<file path="config.mk">
export PLATFORM = sky130hd
export DESIGN_NAME = scfla_ctrl
export DESIGN_NICKNAME = d
export VERILOG_FILES = /design/src/design/size_class_free_list_allocator_core_assert.svh /design/src/design/scfla_pkg.sv /design/src/design/scfla_ctrl.sv
export SDC_FILE = /design/constraint.sdc
export NUM_CORES = 1
export LEC_CHECK = 0
export BUFFER_PORTS_ARGS = -buffer_cell sky130_fd_sc_hd__buf_4
export CAP_MARGIN = 20
export CORE_AREA = 2 2 39 41
export CTS_CLUSTER_SIZE = 12
export DETAILED_ROUTE_END_ITERATION = 8
export DIE_AREA = 0 0 41 43
export PLACE_DENSITY = 0.33
export SYNTH_ARGS = -nofsm -noshare
export SYNTH_HDL_FRONTEND = slang
export SYNTH_SLANG_ARGS = --single-unit
</file>
<file path="constraint.sdc">
create_clock -name i_clk -period 2.7 [get_ports i_clk]
set_clock_uncertainty 0.15 [all_clocks]
set_input_delay 0.405 -clock i_clk [delete_from_list [all_inputs] [get_ports i_clk]]
set_output_delay 0.405 -clock i_clk [all_outputs]
set_load 0.1 [all_outputs]
</file>
<file path="src/design/size_class_free_list_allocator_core_assert.svh">
// Assertion macros for the size-class allocator.
// Included by the top level; needs nothing else.
`ifndef SIZE_CLASS_FREE_LIST_ALLOCATOR_CORE_ASSERT_SVH
`define SIZE_CLASS_FREE_LIST_ALLOCATOR_CORE_ASSERT_SVH

// Property checked on the rising clock edge, off while reset is low.
`define SCFLA_ASSERT(label, clk, rst_n, prop, msg) \
    label: assert property (@(posedge clk) disable iff (!rst_n) prop) \
        else $error(msg);

// Condition that must never hold, off while reset is low.
`define SCFLA_NEVER(label, clk, rst_n, expr, msg) \
    label: assert property (@(posedge clk) disable iff (!rst_n) !(expr)) \
        else $error(msg);

`endif

</file>
<file path="src/design/scfla_pkg.sv">
// Shared constants, codes, command/status types and count helpers
// for the size-class allocator. No dependencies.
package scfla_pkg;

    localparam int SLAB_BLOCKS     = 64;
    localparam int MAX_SLABS       = 16;
    localparam int CLASS_COUNT     = 4;

    localparam int SMALLEST_BYTES  = 64;
    localparam int COUNT_W         = 11;
    localparam int HANDLE_OUT_W    = 10;
    localparam int STEP_W          = 9;

    typedef enum logic [1:0] {
        MODE_ALLOC = 2'd0,
        MODE_FREE  = 2'd1,
        MODE_STATS = 2'd2,
        MODE_CLEAR = 2'd3
    } t_mode;

    typedef enum logic [1:0] {
        ST_OK        = 2'd0,
        ST_TOO_LARGE = 2'd1,
        ST_NO_SLABS  = 2'd2,
        ST_IGNORED   = 2'd3
    } t_status;

    typedef struct packed {
        logic load;
        logic finish;
        logic rd_head;
        logic fill_init;
        logic fill_wr;
        logic pop;
    } t_cmd;

    typedef struct packed {
        logic alloc_hit;
        logic alloc_refill;
        logic fill_last;
        logic rsp_open;
    } t_stat;

    function automatic logic [COUNT_W-1:0] count_up(logic [COUNT_W-1:0] v,
                                                    logic [STEP_W-1:0] n);
        logic [COUNT_W:0] s;
        s = {1'b0, v} + (COUNT_W+1)'(n);
        return s[COUNT_W] ? {COUNT_W{1'b1}} : s[COUNT_W-1:0];
    endfunction

    function automatic logic [COUNT_W-1:0] count_down(logic [COUNT_W-1:0] v);
        return (v == '0) ? '0 : v - COUNT_W'(1);
    endfunction

endpackage

</file>
<file path="src/design/scfla_ctrl.sv">
// Controller FSM: sequences accept, execute, slab fill, link read and pop.
// Depends on scfla_pkg for command and status types.
module scfla_ctrl (
    input  logic               i_clk,
    input  logic               i_rst_n,
    input  logic               i_req_valid,
    input  scfla_pkg::t_stat   i_stat,
    output scfla_pkg::t_cmd    o_cmd,
    output logic               o_req_ready
);

    typedef enum logic [2:0] {
        S_IDLE,
        S_EXEC,
        S_FILL,
        S_RD,
        S_POP
    } t_state;

    t_state r_state, n_state;

    always_comb begin
        n_state = r_state;
        o_cmd   = '0;
        unique case (r_state)
            S_IDLE: begin
                o_cmd.load = i_req_valid;
                if (i_req_valid) begin
                    n_state = S_EXEC;
                end
            end
            S_EXEC: begin
                priority if (i_stat.alloc_hit) begin
                    o_cmd.rd_head = 1'b1;
                    n_state       = S_POP;
                end else if (i_stat.alloc_refill) begin
                    o_cmd.fill_init = 1'b1;
                    n_state         = S_FILL;
                end else begin
                    if (i_stat.rsp_open) begin
                        o_cmd.finish = 1'b1;
                        n_state      = S_IDLE;
                    end
                end
            end
            S_FILL: begin
                o_cmd.fill_wr = 1'b1;
                if (i_stat.fill_last) begin
                    n_state = S_RD;
                end
            end
            S_RD: begin
                o_cmd.rd_head = 1'b1;
                n_state       = S_POP;
            end
            S_POP: begin
                if (i_stat.rsp_open) begin
                    o_cmd.pop = 1'b1;
                    n_state   = S_IDLE;
                end
            end
            default: begin
                n_state = S_IDLE;
            end
        endcase
    end

    assign o_req_ready = (r_state == S_IDLE);

    always_ff @(posedge i_clk) begin
        if (!i_rst_n) begin
            r_state <= S_IDLE;
        end else begin
            r_state <= n_state;
        end
    end

endmodule

</file>
==> summary.md <==
| Metric | Value |
|---|---|
| Status | complete, no violations |
| Iteration-0 DRC Markers | 0 |
| Syn. warnings | 0 |
| Buffers & Inverters on Critical Path | 1 |
| Final ANT Viol Nets | 0 |
| Final Non-Filler Cells | 54 |
| Total Power | 0.0002070 W |
| Final Max Tran Viols | 0 |
| Postcts setup bufs | 0 |
| Slowest cell delay on critical path | 0.39 ns |
| TNS Setup | 0 ns |
| Die span in x | 41 um |
| Gates resized, CTS repair | 0 |
| Total grt overflow | 0 |
| Max FFs per register | 3 |
| CP delay by family, top | simple AND/OR/NAND/NOR gates |
| Startpoint types | register |
| Endpoints failing hold | 0 |
| Worst Tran Pin Value | 0.3349 ns |
| RSZ-0062 raised after global routing | false |
| Net Count, Synth | 28 |
| Initial core utilization | 14.74% |
| Dpl cell area | 332.8 um^2 |
| Fmax | 501.2 MHz |
| Post-route DRC | 0 |
| Nets | 46 |
| Clock network fraction of total power | 38.5% |
| Top flop regs | r_state: 3 flops |
| Ports | 14 |
| Setup Viol. Count Final | 0 |
| First drt pass iteration count | 1 |
| Yosys cell types | 16 |
| #FFs+latches synth | 3 |
| Slew margin rel. | 77.65% |
| Multi-input logic area | 155.1 um^2 |
| R2r startpoint | r_state[2]$_SDFFE_PN0P_ |
| Met3 Usage GRT | 6.283% |
| Most common cell after layout, fill and taps aside | buf_4 |
| H-tree levels | 1 |
| Placer Congestion | 0.6774 |
| CTS Sinks | 3 |
| Vias per cell | 3.833 |
| CTS tree | yes |
| Leakage | 0.1592 nW |
| Place WS | 0.8906 ns |
| Register area | 60.06 um^2 |
| Crit path cell chain | nor4b_4 > and3b_1 > buf_4 |
| Final worst path period share | 73.90% |
| Hold Path Class | primary input to register |
| Post-route cell area | 359.1 um^2 |
| Share of layout cells above drive strength 1 | 57.89% |
| CP Max Fanout | 7 |
| Cts bufs inserted | 3 |
| HPWL Detailed | 400.3 um |
| Critical Path Sink Type | primary output |
| Netlist Area Pre-Place | 203.9 um^2 |
| Switching pwr | 0.00008218 W |
| Initial antenna violation count | 0 |
| Biggest register | r_state |
| All-Layer GR Usage | 6.727% |
| Met2 GRT Util | 9.375% |
| Worst Slack Setup Final | 0.7048 ns |
| Post-CTS Hold Fix Bufs | 0 |
| Setup CP Type | register to primary output |
| First-pass GRT wire length | 765 um |
| Pwr Density | 576.4 nW/um^2 |
| Clk_lat worst skew | 0.24 ns |
| Core Region | 1384 um^2 |
| Cell count after synthesis | 21 |
| Met1 Track Usage GR | 7.074% |
| Switching Fraction | 39.71% |
| Full die area | 1763 um^2 |
| Die Y | 43 um |
| WL/cell | 9.278 um |
| Arrival time worst endpoint | 1.44 ns |
| # diodes | 0 |
| Post-Route WL | 501 um |
| CP max-delay cell | dfxtp_1 |
| Seq pwr share | 25.2% |
| Syn-to-layout area delta | 76.07% |
| Vias in the first global route | 201 |
| Reg clk slew, reported paths | 0.04 ns |
| Commonest cells after routing, fill and taps aside | 13 x buf_4, 3 x nor2_1, 3 x clkbuf_4, 3 x dfxtp_1, 2 x o21a_1 |
| IO buf count | 13 |
| Vias post-DR | 207 |
| CP required | 2.14 ns |
| CTS Buffer Depth | 2 |
| Gate power share | 36.4% |
| Sequential cell area fraction in the yosys report | 29.45% |
| Maximum vdd drop | 0.2515 mV |
| Pint | 0.0001248 W |
| MaxCap Viol Count | 0 |
| Clock Root Buffer | clkbuf_4 |
| Fill cells | 154 |
| Largest net degree at the start of global routing | 8 |
| Critical Path Source | r_state[1]$_SDFFE_PN0P_ |
| Row count | 14 |
| Cells after DPL | 50 |
| Hold Startpoint | i_rst_n |
| Busiest grt layer | met2 |
| Avg Cell Area, Syn | 9.712 um^2 |
| Final min period | 1.995 ns |
[Yosys cell counts, drive strengths merged]
master | instances | area [um^2]
nand2 | 1 | 3.750
o21ai | 1 | 5.000
and2 | 3 | 22.53
nand3 | 1 | 5.000
mux2i | 1 | 10.01
dfxtp | 3 | 60.06
o21a | 2 | 15.01
and3b | 1 | 8.760
nor2 | 3 | 11.26
and4bb | 1 | 12.51
nor3b | 1 | 12.51
nor3 | 1 | 5.000
nor4b | 2 | 32.53
[worst reg2reg max path: stages (launching register included)]
cell and delay [ns]:
dfxtp_1 0.49, nor2_1 0.10, and2_2 0.21, o21a_1 0.18
[power groups by stage]
stage | combinational [W] | clock, W | sequential [W]
2_1_floorplan | 0.0000571 | 0 | 0.0000520
3_3_place_gp | 0.0000760 | 0 | 0.0000532
3_5_place_dp | 0.0000759 | 0 | 0.0000528
4_1_cts | 0.0000760 | 0.0000841 | 0.0000522
5_1_grt | 0.0000786 | 0.0000886 | 0.0000526
6_report | 0.0000752 | 0.0000796 | 0.0000521
[cell type report]
type	instances	share of cell area, %
clock buffers	4	7.317
multi-input cells	18	43.21
flip-flops and latches	3	16.72
well taps	16	5.575
repair buffers	13	27.18
[cells by family after synthesis]
| group | synth area share, % |
|---|---|
| AOI/OAI and AO/OA | 9.811 |
| muxes | 4.908 |
| DFF | 29.45 |
| and+or+nand+nor | 55.82 |
[through the flow]
| step | utilization (%) | hold slack (ns) |
|---|---|---|
| after floorplan | - | 0.3728 |
| after global placement | 24.05 | 0.5014 |
| after detailed placement | 24.05 | 0.4933 |
| after CTS | 25.95 | 0.2422 |
| after global routing | 25.95 | 0.2484 |
| final | 25.95 | 0.2497 |
[per-layer routing]
layer  part of all wire (%)  vias to the layer above
met5                      0                        -
met4                      0                        0
met3                     10                        0
met2                     50                        7
met1                     40                       89
li1                       -                      111
[final timing paths]
path,endpoint,cells after the start,slack (ns)
hold / removal,r_state[2]$_SDFFE_PN0P_,2,0.25
hold reg to reg,r_state[0]$_SDFFE_PN0P_,3,0.54
setup reg to reg,r_state[1]$_SDFFE_PN0P_,3,1.47
setup / recovery,o_cmd[4],3,0.70
Note: power is estimated with default switching activity, not from simulation.
